--- config.mk ---
export PLATFORM = sky130hd
export DESIGN_NAME = nested_sweep_capture_sequencer_unit
export DESIGN_NICKNAME = d
export VERILOG_FILES = /design/src/hw/rtl/nss_pkg.sv /design/src/hw/rtl/nss_core.sv /design/src/hw/rtl/nss_outq.sv /design/src/hw/rtl/nested_sweep_capture_sequencer_unit.sv
export SDC_FILE = /design/constraint.sdc
export NUM_CORES = 1
export LEC_CHECK = 0
export BUFFER_PORTS_ARGS = -buffer_cell sky130_fd_sc_hd__buf_2
export CAP_MARGIN = 15
export CORE_MARGIN = 5
export CORE_UTILIZATION = 60
export DETAILED_ROUTE_END_ITERATION = 8
export GPL_TIMING_DRIVEN = 0
export HOLD_SLACK_MARGIN = 0.15
export PLACE_DENSITY = 0.78
export SETUP_SLACK_MARGIN = 0.2
export SYNTH_ARGS = -nofsm -noshare
export SYNTH_HDL_FRONTEND = slang
export SYNTH_HIERARCHICAL = 1
export SYNTH_SLANG_ARGS = --single-unit
--- constraint.sdc ---
create_clock -name clk -period 8.2 [get_ports clk]
set_input_delay 0.82 -clock clk [delete_from_list [all_inputs] [get_ports clk]]
set_output_delay 0.82 -clock clk [all_outputs]
set_load 0.01 [all_outputs]
--- src/hw/rtl/nss_pkg.sv ---
// ----------------------------------------------------------------------------
// nss_pkg
// shared constants and types for the nested sweep capture sequencer
// ----------------------------------------------------------------------------
package nss_pkg;

  localparam int LEVEL_BITS_DEF  = 16;
  localparam int SAMPLE_BITS_DEF = 12;
  localparam int POS_BITS        = 16;
  localparam int CFG_ADDR_BITS   = 3;

  // register defaults
  localparam logic [31:0] INNER_STEP_RST = 32'h0000_0020;
  localparam logic [31:0] INNER_STOP_RST = 32'h0000_1000;
  localparam logic [31:0] OUTER_STEP_RST = 32'h0000_0200;
  localparam logic [31:0] OUTER_STOP_RST = 32'h0000_1000;

  // register indexes
  localparam logic [CFG_ADDR_BITS-1:0] REG_INNER_START = 3'd0;
  localparam logic [CFG_ADDR_BITS-1:0] REG_INNER_STEP  = 3'd1;
  localparam logic [CFG_ADDR_BITS-1:0] REG_INNER_STOP  = 3'd2;
  localparam logic [CFG_ADDR_BITS-1:0] REG_OUTER_START = 3'd3;
  localparam logic [CFG_ADDR_BITS-1:0] REG_OUTER_STEP  = 3'd4;
  localparam logic [CFG_ADDR_BITS-1:0] REG_OUTER_STOP  = 3'd5;

  // input modes
  localparam logic [1:0] MODE_START  = 2'd0;
  localparam logic [1:0] MODE_TICK   = 2'd1;
  localparam logic [1:0] MODE_SAMPLE = 2'd2;

  // result kinds
  localparam logic [1:0] KIND_LEVEL     = 2'd0;
  localparam logic [1:0] KIND_SAMPLE    = 2'd1;
  localparam logic [1:0] KIND_LINE_END  = 2'd2;
  localparam logic [1:0] KIND_SWEEP_END = 2'd3;

  typedef enum logic [1:0] {
    PH_IDLE   = 2'd0,
    PH_ACTIVE = 2'd1,
    PH_START  = 2'd2
  } phase_t;

  // how many result beats one item pushes into the output queue
  typedef struct packed {
    logic one;
    logic two;
  } push_t;

endpackage

--- src/hw/rtl/nss_core.sv ---
// ----------------------------------------------------------------------------
// nss_core
// sweep state, config registers and per-item result generation
// ----------------------------------------------------------------------------
module nss_core #(
  parameter int LEVEL_BITS  = 16,
  parameter int SAMPLE_BITS = 12,
  parameter int BEAT_W      = 3 + 2*LEVEL_BITS + SAMPLE_BITS + 16
) (
  input  logic                            clk,
  input  logic                            rst_n,
  input  logic                            cfg_we,
  input  logic [nss_pkg::CFG_ADDR_BITS-1:0] cfg_addr,
  input  logic [LEVEL_BITS-1:0]           cfg_wdata,
  input  logic                            item_acc,
  input  logic [1:0]                      item_mode,
  input  logic [SAMPLE_BITS-1:0]          item_sample,
  output nss_pkg::push_t                  push,
  output logic [BEAT_W-1:0]               beat0,
  output logic [BEAT_W-1:0]               beat1
);
  import nss_pkg::*;

  logic [LEVEL_BITS-1:0] inner_start_r, inner_step_r, inner_stop_r;
  logic [LEVEL_BITS-1:0] outer_start_r, outer_step_r, outer_stop_r;

  phase_t                phase_r, phase_nxt;
  logic                  ticking_r, ticking_nxt;
  logic [LEVEL_BITS-1:0] inner_r, inner_nxt;
  logic [LEVEL_BITS-1:0] outer_r, outer_nxt;
  logic                  line_done_r, line_done_nxt;
  logic                  sweep_done_r, sweep_done_nxt;
  logic [POS_BITS-1:0]   idx_r, idx_nxt;

  logic [LEVEL_BITS-1:0] inner_add, outer_add;
  logic                  inner_over, outer_over;

  // config registers
  always_ff @(posedge clk) begin
    if (!rst_n) begin
      inner_start_r <= '0;
      inner_step_r  <= INNER_STEP_RST[LEVEL_BITS-1:0];
      inner_stop_r  <= INNER_STOP_RST[LEVEL_BITS-1:0];
      outer_start_r <= '0;
      outer_step_r  <= OUTER_STEP_RST[LEVEL_BITS-1:0];
      outer_stop_r  <= OUTER_STOP_RST[LEVEL_BITS-1:0];
    end else if (cfg_we) begin
      unique case (cfg_addr)
        REG_INNER_START: inner_start_r <= cfg_wdata;
        REG_INNER_STEP:  inner_step_r  <= cfg_wdata;
        REG_INNER_STOP:  inner_stop_r  <= cfg_wdata;
        REG_OUTER_START: outer_start_r <= cfg_wdata;
        REG_OUTER_STEP:  outer_step_r  <= cfg_wdata;
        REG_OUTER_STOP:  outer_stop_r  <= cfg_wdata;
        default: ;
      endcase
    end
  end

  // both ramps stepped in parallel, picked below
  assign inner_add  = inner_r + inner_step_r;
  assign outer_add  = outer_r + outer_step_r;
  assign inner_over = inner_add > inner_stop_r;
  assign outer_over = outer_add > outer_stop_r;

  always_comb begin
    phase_nxt      = phase_r;
    ticking_nxt    = ticking_r;
    inner_nxt      = inner_r;
    outer_nxt      = outer_r;
    line_done_nxt  = line_done_r;
    sweep_done_nxt = sweep_done_r;
    idx_nxt        = idx_r;
    push           = '0;
    beat0          = '0;
    beat1          = '0;

    if (item_acc) begin
      case (item_mode)
        MODE_START: begin
          phase_nxt      = PH_START;
          ticking_nxt    = 1'b1;
          idx_nxt        = '0;
          line_done_nxt  = 1'b0;
          sweep_done_nxt = 1'b0;
        end
        MODE_TICK: begin
          if (ticking_r) begin
            if (phase_r == PH_START) begin
              idx_nxt   = '0;
              inner_nxt = inner_start_r;
              outer_nxt = outer_start_r;
              phase_nxt = PH_ACTIVE;
            end else if (inner_over) begin
              line_done_nxt = 1'b1;
              inner_nxt     = inner_start_r;
              if (outer_over) begin
                outer_nxt      = outer_start_r;
                sweep_done_nxt = 1'b1;
              end else begin
                outer_nxt = outer_add;
              end
            end else begin
              inner_nxt = inner_add;
            end
            push.one = 1'b1;
            beat0    = {1'b1, KIND_LEVEL, {POS_BITS{1'b0}}, {SAMPLE_BITS{1'b0}},
                        outer_nxt, inner_nxt};
          end
        end
        MODE_SAMPLE: begin
          if (phase_r == PH_ACTIVE) begin
            push.one = 1'b1;
            if (!line_done_r) begin
              beat0 = {1'b1, KIND_SAMPLE, idx_r, item_sample,
                       {LEVEL_BITS{1'b0}}, {LEVEL_BITS{1'b0}}};
              if (idx_r != {POS_BITS{1'b1}}) idx_nxt = idx_r + 1'b1;
            end else begin
              idx_nxt = '0;
              if (!sweep_done_r) begin
                line_done_nxt = 1'b0;
                beat0 = {1'b1, KIND_LINE_END, idx_r, {SAMPLE_BITS{1'b0}},
                         {LEVEL_BITS{1'b0}}, {LEVEL_BITS{1'b0}}};
              end else begin
                inner_nxt   = inner_start_r;
                outer_nxt   = outer_start_r;
                phase_nxt   = PH_IDLE;
                ticking_nxt = 1'b0;
                push.two    = 1'b1;
                beat0 = {1'b0, KIND_LINE_END, idx_r, {SAMPLE_BITS{1'b0}},
                         {LEVEL_BITS{1'b0}}, {LEVEL_BITS{1'b0}}};
                beat1 = {1'b1, KIND_SWEEP_END, {POS_BITS{1'b0}},
                         {SAMPLE_BITS{1'b0}}, outer_start_r, inner_start_r};
              end
            end
          end
        end
        default: ;
      endcase
    end
  end

  always_ff @(posedge clk) begin
    if (!rst_n) begin
      phase_r      <= PH_IDLE;
      ticking_r    <= 1'b0;
      inner_r      <= '0;
      outer_r      <= '0;
      line_done_r  <= 1'b0;
      sweep_done_r <= 1'b0;
      idx_r        <= '0;
    end else begin
      phase_r      <= phase_nxt;
      ticking_r    <= ticking_nxt;
      inner_r      <= inner_nxt;
      outer_r      <= outer_nxt;
      line_done_r  <= line_done_nxt;
      sweep_done_r <= sweep_done_nxt;
      idx_r        <= idx_nxt;
    end
  end

endmodule

--- src/hw/rtl/nss_outq.sv ---
// ----------------------------------------------------------------------------
// nss_outq
// four-beat result queue, takes one or two beats per cycle
// ----------------------------------------------------------------------------
module nss_outq #(
  parameter int BEAT_W = 63
) (
  input  logic              clk,
  input  logic              rst_n,
  input  nss_pkg::push_t    push,
  input  logic [BEAT_W-1:0] beat0,
  input  logic [BEAT_W-1:0] beat1,
  input  logic              pop,
  output logic              not_empty,
  output logic              room_two,
  output logic [BEAT_W-1:0] head
);
  import nss_pkg::*;

  logic [BEAT_W-1:0] mem_r [4];
  logic [1:0]        wp_r, rp_r;
  logic [2:0]        cnt_r;
  logic [2:0]        n_push;
  logic              do_pop;

  assign not_empty = cnt_r != 3'd0;
  assign room_two  = cnt_r <= 3'd2;
  assign head      = mem_r[rp_r];
  assign do_pop    = pop && not_empty;
  assign n_push    = push.two ? 3'd2 : (push.one ? 3'd1 : 3'd0);

  always_ff @(posedge clk) begin
    if (push.one) mem_r[wp_r] <= beat0;
    if (push.two) mem_r[wp_r + 2'd1] <= beat1;
  end

  always_ff @(posedge clk) begin
    if (!rst_n) begin
      wp_r  <= '0;
      rp_r  <= '0;
      cnt_r <= '0;
    end else begin
      wp_r  <= wp_r + n_push[1:0];
      if (do_pop) rp_r <= rp_r + 2'd1;
      cnt_r <= cnt_r + n_push - {2'b00, do_pop};
    end
  end

endmodule

--- src/hw/rtl/nested_sweep_capture_sequencer_unit.sv ---
// ----------------------------------------------------------------------------
// nested_sweep_capture_sequencer_unit
// two-level curve tracer sweep controller with sample capture
// ----------------------------------------------------------------------------
// One input beat is taken per clock whenever the output queue has two free
// slots. Each item is resolved in the cycle it is accepted (an add, a compare
// and a select per ramp) and its results land in a four-beat output queue, so
// a result on out_ is always registered, never taken straight from in_. A tick or a
// sample yields one beat; a sample that closes the final line yields two (line
// end then sweep end), so the sustained rate is one item per cycle as long as
// the sink keeps up, limited only by the queue's two-slot admission rule.
// Start items and ignored items produce no beat. Config writes take effect on
// the next clock and are meant to happen while the block is idle.
module nested_sweep_capture_sequencer_unit #(
  parameter int LEVEL_BITS  = nss_pkg::LEVEL_BITS_DEF,
  parameter int SAMPLE_BITS = nss_pkg::SAMPLE_BITS_DEF
) (
  input  logic                                  clk,
  input  logic                                  rst_n,
  // config write port
  input  logic                                  cfg_we,
  input  logic [nss_pkg::CFG_ADDR_BITS-1:0]     cfg_addr,
  input  logic [LEVEL_BITS-1:0]                 cfg_wdata,
  // input beats
  input  logic                                  in_tvalid,
  output logic                                  in_tready,
  input  logic [((SAMPLE_BITS+7)/8)*8-1:0]      in_tdata,  // sample
  input  logic [1:0]                            in_tuser,  // mode
  // result beats
  output logic                                  out_tvalid,
  input  logic                                  out_tready,
  // inner_level, outer_level, sample_value, position
  output logic [((2*LEVEL_BITS+SAMPLE_BITS+nss_pkg::POS_BITS+7)/8)*8-1:0] out_tdata,
  output logic [1:0]                            out_tuser, // kind
  output logic                                  out_tlast
);
  import nss_pkg::*;

  localparam int FIELDS_W   = 2*LEVEL_BITS + SAMPLE_BITS + POS_BITS;
  localparam int OUT_DATA_W = ((FIELDS_W + 7) / 8) * 8;
  // queue entry: {last, kind, position, sample_value, outer_level, inner_level}
  localparam int BEAT_W     = FIELDS_W + 3;

  push_t             push;
  logic [BEAT_W-1:0] beat0, beat1, head;
  logic              room_two;
  logic              in_acc;

  // admit only with room for the worst case of two beats
  assign in_tready = room_two;
  assign in_acc    = in_tvalid && in_tready;

  nss_core #(
    .LEVEL_BITS  (LEVEL_BITS),
    .SAMPLE_BITS (SAMPLE_BITS),
    .BEAT_W      (BEAT_W)
  ) u_core (
    .clk         (clk),
    .rst_n       (rst_n),
    .cfg_we      (cfg_we),
    .cfg_addr    (cfg_addr),
    .cfg_wdata   (cfg_wdata),
    .item_acc    (in_acc),
    .item_mode   (in_tuser),
    .item_sample (in_tdata[SAMPLE_BITS-1:0]),
    .push        (push),
    .beat0       (beat0),
    .beat1       (beat1)
  );

  nss_outq #(
    .BEAT_W (BEAT_W)
  ) u_outq (
    .clk       (clk),
    .rst_n     (rst_n),
    .push      (push),
    .beat0     (beat0),
    .beat1     (beat1),
    .pop       (out_tready),
    .not_empty (out_tvalid),
    .room_two  (room_two),
    .head      (head)
  );

  // unpack the queue head onto the stream fields
  assign out_tdata = OUT_DATA_W'(head[FIELDS_W-1:0]);
  assign out_tuser = head[FIELDS_W+1:FIELDS_W];
  assign out_tlast = head[FIELDS_W+2];

endmodule

==> results of run 1 <==
## layer usage
metal | GRT usage (%) | vias up | part of all wire, %
li1 | - | 7513 | -
met1 | 37.52 | 7931 | 40
met2 | 49.97 | 722 | 50
met3 | 4.586 | 114 | 8.0
met4 | 7.757 | 4 | 2.4
met5 | 0 | - | 0.030
## placed cells by master, fill, tap and decap left out, types with 6 or more instances in the layout
cell type  count
o211ai_1      20
buf_2        111
edfxtp_1     252
o21ai_0       36
nand4_1       24
inv_1         72
buf_6         20
nand2b_1       9
a21o_1         9
nor3_1        18
dfxtp_1      158
buf_16         7
clkbuf_1      73
nand2_1      264
a21oi_1      142
xnor2_1       21
mux2_4        59
mux2_2       178
and2_1        40
a2111oi_0      6
a31oi_1        7
clkinv_1       9
xor2_1        14
buf_12         8
buf_4         44
mux2_1        15
clkbuf_8       6
mux4_2        63
mux2i_1       11
ha_1          71
or3_1          9
clkbuf_16     44
buf_1         10
a211oi_1      15
and3_1        46
o21a_1         8
nor2b_1       14
nor2_1        78
conb_1        32
nand3_1       50
## power by group through the flow
| stage | Clock [uW] | Combinational [uW] | Sequential (uW) |
|---|---|---|---|
| 5_1_grt | 2030 | 931 | 2230 |
| 3_3_place_gp | 0 | 842 | 2270 |
| 2_1_floorplan | 0 | 582 | 2260 |
| 3_5_place_dp | 0 | 854 | 2270 |
| 4_1_cts | 1930 | 859 | 2220 |
| 6_report | 1910 | 865 | 2220 |
## cell type report
cell class	instances	area (um^2)
Fill cell	2718	11920
Sequential cell	410	10730
Multi-Input combinational cell	1350	10720
Clock buffer	61	1225
Buffer	151	985.9
Timing Repair Buffer	113	768.2
Tap cell	511	639.4
Inverter	73	274.0
Clock inverter	17	140.1
## state kept, by name, summed over array words and instances (netlist names), named ones only
signal                count
u_core/outer_start_r     16
u_core/inner_stop_r      16
u_core/ticking_r          1
u_outq/cnt_r              3
u_outq/mem_r            252
u_core/inner_r           16
u_core/sweep_done_r       1
u_core/outer_step_r      16
u_core/outer_r           16
u_core/idx_r             16
u_outq/wp_r               2
u_core/inner_step_r      16
u_core/outer_stop_r      16
u_outq/rp_r               2
u_core/inner_start_r     16
u_core/line_done_r        1
u_core/phase_r            2
## kinds of logic after synthesis
logic type / after synthesis / synth area share, %
simple gates: 575 / 11.98
flops: 410 / 47.57
mux: 326 / 20.34
compound gates: 306 / 8.730
buf+inv: 224 / 5.585
fa+ha+maj: 74 / 4.204
xor+xnor: 37 / 1.559
other cells: 2 / 0.03329
## worst paths after layout
check	startpoint	end	slack, ns	cells past startpoint
setup / recovery	u_core/outer_r[0]$_SDFFE_PN0P_	u_outq/mem_r[1][18]$_DFFE_PP_	2.32	16
hold / removal	u_core/inner_stop_r[11]$_SDFFE_PN0P_	u_core/inner_stop_r[11]$_SDFFE_PN0P_	0.46	2
hold reg to reg	u_core/inner_stop_r[11]$_SDFFE_PN0P_	u_core/inner_stop_r[11]$_SDFFE_PN0P_	0.46	2
setup reg to reg	u_core/outer_r[0]$_SDFFE_PN0P_	u_outq/mem_r[1][18]$_DFFE_PP_	2.32	16
## worst max-delay path: cells and delay by family, from the launching register on
family                     cells  cell delay [ns]
AOI/OAI and AO/OA              8             2.95
adders and majority gates      3             0.88
buffers and inverters          1             0.30
DFF                            1             0.35
muxes                          1             0.31
and+or+nand+nor                3             0.85
## per-stage QoR
| step | hold slack (ns) | TNS, ns | power, uW |
|---|---|---|---|
| 2_1_floorplan | 0.4355 | 0 | 2839 |
| 3_3_place_gp | 0.4437 | -490.42 | 3108 |
| 3_5_place_dp | 0.4489 | 0 | 3121 |
| 4_1_cts | 0.4577 | 0 | 5016 |
| 5_1_grt | 0.4812 | 0 | 5184 |
| 6_report | 0.4552 | 0 | 4998 |
==> impl_metrics.json, run 1 <==
{
  "tightest_slew_ns": 0.9873,
  "drv_slew": 0,
  "switching_power_uw": 1342,
  "synth-edff-count": 252,
  "period_share_pct": 71.76,
  "crit_chain": "ha_1, fa_1, a211o_1, a2111oi_4, nor3_2, o21ai_0, or4b_1, ha_1, a2111oi_0, o21ai_0, a22oi_1, o31ai_2, buf_2, a211oi_1, nor2_1, mux2_2",
  "wire_per_inst_um": 22.47,
  "area_delta_synth_final_pct": 12.96,
  "peakVddDrop_v": 0.0001895,
  "synth_cell_types": 81,
  "detailedPlace.worstSlack_ns": 2.510,
  "fin_nets": 2259,
  "fin_util_pct": 68.13,
  "gp_congestion": 0.9476,
  "path_clk_slew_ns": 0.06,
  "pwr-share-seq_pct": 44.5,
  "syn_inst": 1954,
  "syn_area_per_cell_um2": 11.54,
  "critical_path_class": "flop to flop",
  "cts_tree": "yes",
  "power_frac_comb_pct": 17.3,
  "wl_um": 60370,
  "grt_max_degree": 29,
  "cts-htree-levels": 2,
  "cp_slowest_cell": "a22oi_1",
  "final-hold-violation-count": 0,
  "dieHeight_um": 203.9,
  "ys_ff_latch": 410,
  "grt-ovfl-total": 0,
  "rows": 71,
  "p_int_uw": 3657,
  "setup_ws_ns": 2.316,
  "fin_skew_ns": 0.01684,
  "grt_util_all_layers_pct": 28.66,
  "core-area_um2": 37400,
  "clkSinkCount": 410,
  "synth_area_um2": 22560,
  "cts.path.max_buffers": 3,
  "num_vias": 16280,
  "synth.area.top_cells": "edfxtp_1 (34%), dfxtp_1 (14%), mux2_2 (8.9%)",
  "grt_pass1_wl_um": 92960,
  "drc": 0,
  "setup_viol": 0,
  "n_antenna_cell": 0,
  "numCtsBuffers": 44,
  "critPathMaxFanout": 10,
  "start_util_pct": 60.32,
  "power_density_nw_per_um2": 196.2,
  "worstSetupStartpointType": "flop",
  "fin_crit_ns": 5.884,
  "endpoint_kind": "flop",
  "cts_setup_buffers": 0,
  "synth_most_common_cell": "nand2_1",
  "p_clk_share_pct": 38.2,
  "cts_root_buf": "clkbuf_16",
  "postLayoutCellArea_um2": 25480,
  "placed_cell_area_um2": 24120,
  "firstDrtPassIters": 7,
  "placed_cells_incl_taps": 2608,
  "port_buffers": 102,
  "max_cap_violations": 0,
  "drt-initial-drc-count": 1585,
  "slew_headroom_pct": 33.57,
  "sw_frac_of_total_pct": 26.84,
  "via_per_inst": 6.063,
  "synthArstFlopShare_pct": 0,
  "ys_seq_area_share_pct": 47.57,
  "cts_hold_buf": 0,
  "yosysTopAreaCellShare_pct": 33.55,
  "place_hpwl_um": 42830,
  "fin_cells": 2686,
  "slowest_delay_ns": 0.69,
  "cp.required_ns": 8.52,
  "drive_gt1_share_pct": 26.34,
  "status": "finished clean",
  "yosys.area.top_type": "edfxtp_1",
  "yosys_warnings": 6,
  "ant_nets": 0,
  "yosys-top-cells-count": "nand2_1 (264), edfxtp_1 (252), mux2_2 (178), dfxtp_1 (158), a21oi_1 (142)",
  "top_level_ports": 111,
  "antenna_found_initial": 2,
  "dieArea_um2": 41580,
  "p_leak_uw": 0.009752,
  "clk_latency_ns": 0.57,
  "grt_pass1_vias": 16460,
  "post_cts_resized": 0,
  "ys.flop_type": "edfxtp_1",
  "min_path_type": "flop to flop",
  "crit_arrival_ns": 6.20,
  "timing.fmax_mhz": 170.0,
  "die_w_um": 203.9,
  "rsz0062_at_grt": "false"
}
(Power assumes the default switching activity.)
==> run 2: changes to the inputs <==
- ABC_AREA: not set -> 1
- CORE_UTILIZATION: 60 -> 56
- PLACE_DENSITY: 0.78 -> 0.77
- clock period: 8.2 -> 4.9 ns (I/O delays scaled with it)
==> impl_metrics.json, run 2 <==
{
  "status": "finished clean",
  "synth_cell_types": 51,
  "dieHeight_um": 210.6,
  "placed_cell_area_um2": 24110,
  "fin_nets": 3181,
  "synth-edff-count": 252,
  "p_leak_uw": 0.009405,
  "setup_ws_ns": 0.3936,
  "top_level_ports": 111,
  "synth_most_common_cell": "nand2_1",
  "ys.flop_type": "edfxtp_1",
  "path_clk_slew_ns": 0.06,
  "timing.fmax_mhz": 221.9,
  "grt_util_all_layers_pct": 30.87,
  "clk_latency_ns": 0.60,
  "start_util_pct": 56.69,
  "cts.path.max_buffers": 3,
  "crit_arrival_ns": 4.83,
  "synth.area.top_cells": "edfxtp_1 (34%), dfxtp_1 (14%), nand2_1 (10%)",
  "port_buffers": 102,
  "r2r_end": "u_outq/mem_r[2][1]$_DFFE_PP_",
  "hold_depth": 3,
  "cts_setup_buffers": 0,
  "dieArea_um2": 44340,
  "syn_inst": 2873,
  "place_hpwl_um": 50470,
  "min-delay-start": "out_tready",
  "synthAdderAreaFrac_pct": 4.210,
  "numCtsBuffers": 45,
  "ys_ff_latch": 410,
  "synth_xor_area_share_pct": 0.8943,
  "clkSinkCount": 410,
  "die_w_um": 210.6,
  "rsz0062_at_grt": "false",
  "cts-htree-levels": 2,
  "ant_nets": 0,
  "fillCellCount": 3299,
  "cp.required_ns": 5.22,
  "via_per_inst": 5.790,
  "fin_crit_ns": 4.506,
  "drv_slew": 0,
  "core-area_um2": 39730,
  "layout_commonest_cell": "nand2_1",
  "tightest_slew_ns": 0.9262,
  "wl_um": 70710,
  "yosysTopAreaCellShare_pct": 33.59,
  "cts_root_buf": "clkbuf_16",
  "drive_gt1_share_pct": 10.25,
  "largest_reg_flops": 252,
  "grt_max_degree": 26,
  "min_path_type": "primary input to flop",
  "max_cap_violations": 0,
  "drt-initial-drc-count": 1920,
  "tns_ns": 0,
  "synth_area_um2": 22530,
  "n_antenna_cell": 0,
  "r2r_slack_ns": 0.39,
  "critPathMaxFanout": 10,
  "syn_area_per_cell_um2": 7.840,
  "rows": 73,
  "yosys.area.top_type": "edfxtp_1",
  "period_share_pct": 91.97,
  "num_vias": 20990,
  "grt_pass1_vias": 19980,
  "power_density_nw_per_um2": 350.4,
  "yosys-top-cells-count": "nand2_1 (623), o21ai_0 (394), nor2_1 (330), inv_1 (292), edfxtp_1 (252)",
  "grt-ovfl-total": 0,
  "endpoint_kind": "flop",
  "drc": 0,
  "synthArstFlopShare_pct": 0,
  "final-hold-violation-count": 0,
  "slew_headroom_pct": 37.78,
  "synth-compound-area-share_pct": 17.82,
  "postLayoutCellArea_um2": 25600,
  "peakVddDrop_v": 0.0002915,
  "regMostFlops": "u_outq/mem_r",
  "setup_viol": 0,
  "cts_tree": "yes",
  "r2r_start": "u_core/inner_r[0]$_SDFFE_PN0P_",
  "gp_congestion": 0.9526,
  "layout_common_cells": "nand2_1 (623), o21ai_0 (392), nor2_1 (330), inv_1 (292), edfxtp_1 (252)",
  "antenna_found_initial": 0,
  "ys_seq_area_share_pct": 47.64,
  "critical_path_class": "flop to flop",
  "detailedPlace.worstSlack_ns": -0.5280,
  "rr_worst_depth": 21,
  "synthMuxAreaShare_pct": 0,
  "fin_skew_ns": 0.02916,
  "yosys.area_share.simple_pct": 19.87,
  "firstDrtPassIters": 8,
  "synth_top_family_by_area": "simple AND/OR/NAND/NOR gates",
  "wire_per_inst_um": 19.50,
  "worstSetupStartpointType": "flop",
  "yosys_warnings": 6,
  "grt_pass1_wl_um": 108200,
  "area_delta_synth_final_pct": 13.66,
  "fin_util_pct": 64.44
}
## run 2: logic make-up after synthesis
| group | Yosys count |
|---|---|
| XOR/XNOR | 23 |
| flip-flops | 410 |
| other | 2 |
| AO/OA/AOI/OAI | 770 |
| buffers and inverters | 493 |
| AND/OR/NAND/NOR | 1101 |
| adder cells (fa/ha/maj) | 74 |
## run 2: per-stage QoR
step	hold slack (ns)	std cells	power (uW)
floorplan	0.4353	2903	4932
global placement	0.4473	3530	5585
detailed placement	0.4553	3542	5625
CTS	0.1710	3626	8966
global route	0.2047	3626	9328
finish	0.1948	3626	8971
## run 2: critical path, cell delays in order (launching register included)
cell,delay (ns)
dfxtp_1,0.36
ha_1,0.21
inv_1,0.06
fa_1,0.42
o21ai_2,0.24
nand2_1,0.07
nand2_1,0.14
nand3_1,0.09
nand2_1,0.08
xor2_1,0.46
ha_1,0.35
nand3_1,0.13
nor2_1,0.05
a21oi_1,0.13
nand2_1,0.11
nand2_4,0.15
nand2_2,0.14
buf_2,0.22
o21ai_0,0.47
nor2_1,0.17
nand2_1,0.11
o21ai_1,0.07
## run 2: final cells by class
class / count / area [um^2] / area share, %
sequential: 410 / 10730 / 41.91
multi-input combinational: 2001 / 9834 / 38.41
clock buffer: 58 / 1240 / 4.843
inverter: 302 / 1139 / 4.447
buffer: 191 / 1010 / 3.944
timing repair buffer: 114 / 768.2 / 3.001
tap: 525 / 656.9 / 2.566
clock inverter: 25 / 225.2 / 0.8796
## run 2: how the worst max path moves through the flow
stage | start | end | slack, ns | cells past startpoint
5_1_grt | u_core/inner_step_r[0]$_SDFFE_PN0P_ | u_outq/mem_r[2][1]$_DFFE_PP_ | 0.24 | 21
4_1_cts | u_outq/cnt_r[0]$_SDFF_PN0_ | u_outq/mem_r[0][40]$_DFFE_PP_ | 0.22 | 15
3_5_place_dp | in_tuser[0] | u_outq/mem_r[0][32]$_DFFE_PP_ | -0.53 | 16
2_1_floorplan | in_tuser[0] | u_outq/mem_r[0][0]$_DFFE_PP_ | -0.19 | 13
3_3_place_gp | in_tuser[0] | u_outq/mem_r[0][28]$_DFFE_PP_ | -3.24 | 14
6_report | u_core/inner_r[0]$_SDFFE_PN0P_ | u_outq/mem_r[2][1]$_DFFE_PP_ | 0.39 | 21
## run 2: repair_timing
| item | 4_1_cts | 5_1_grt |
|---|---|---|
| hold buffers | 0 | 0 |
| endpoints found under the setup margin | 53 | 52 |
| cloned | 1 | 0 |
| gates resized for setup | 1 | 4 |
## run 2: metal layers
metal  GRT usage [%]  part of all wire, %  wire [um]  up-vias
li1                -                    -          -     9920
met4           12.94                  4.3       3046        0
met3           5.537                   10       7163      205
met5               0                    0          0        -
met2           51.25                   47      33280     1170
met1           40.09                   38      27220     9698
## run 2: power by group
group	total [uW]	internal (uW)	switching [uW]
Sequential	3740	3690	45.1
Combinational	1860	538	1320
Clock	3370	1950	1420
Total	8970	6180	2790
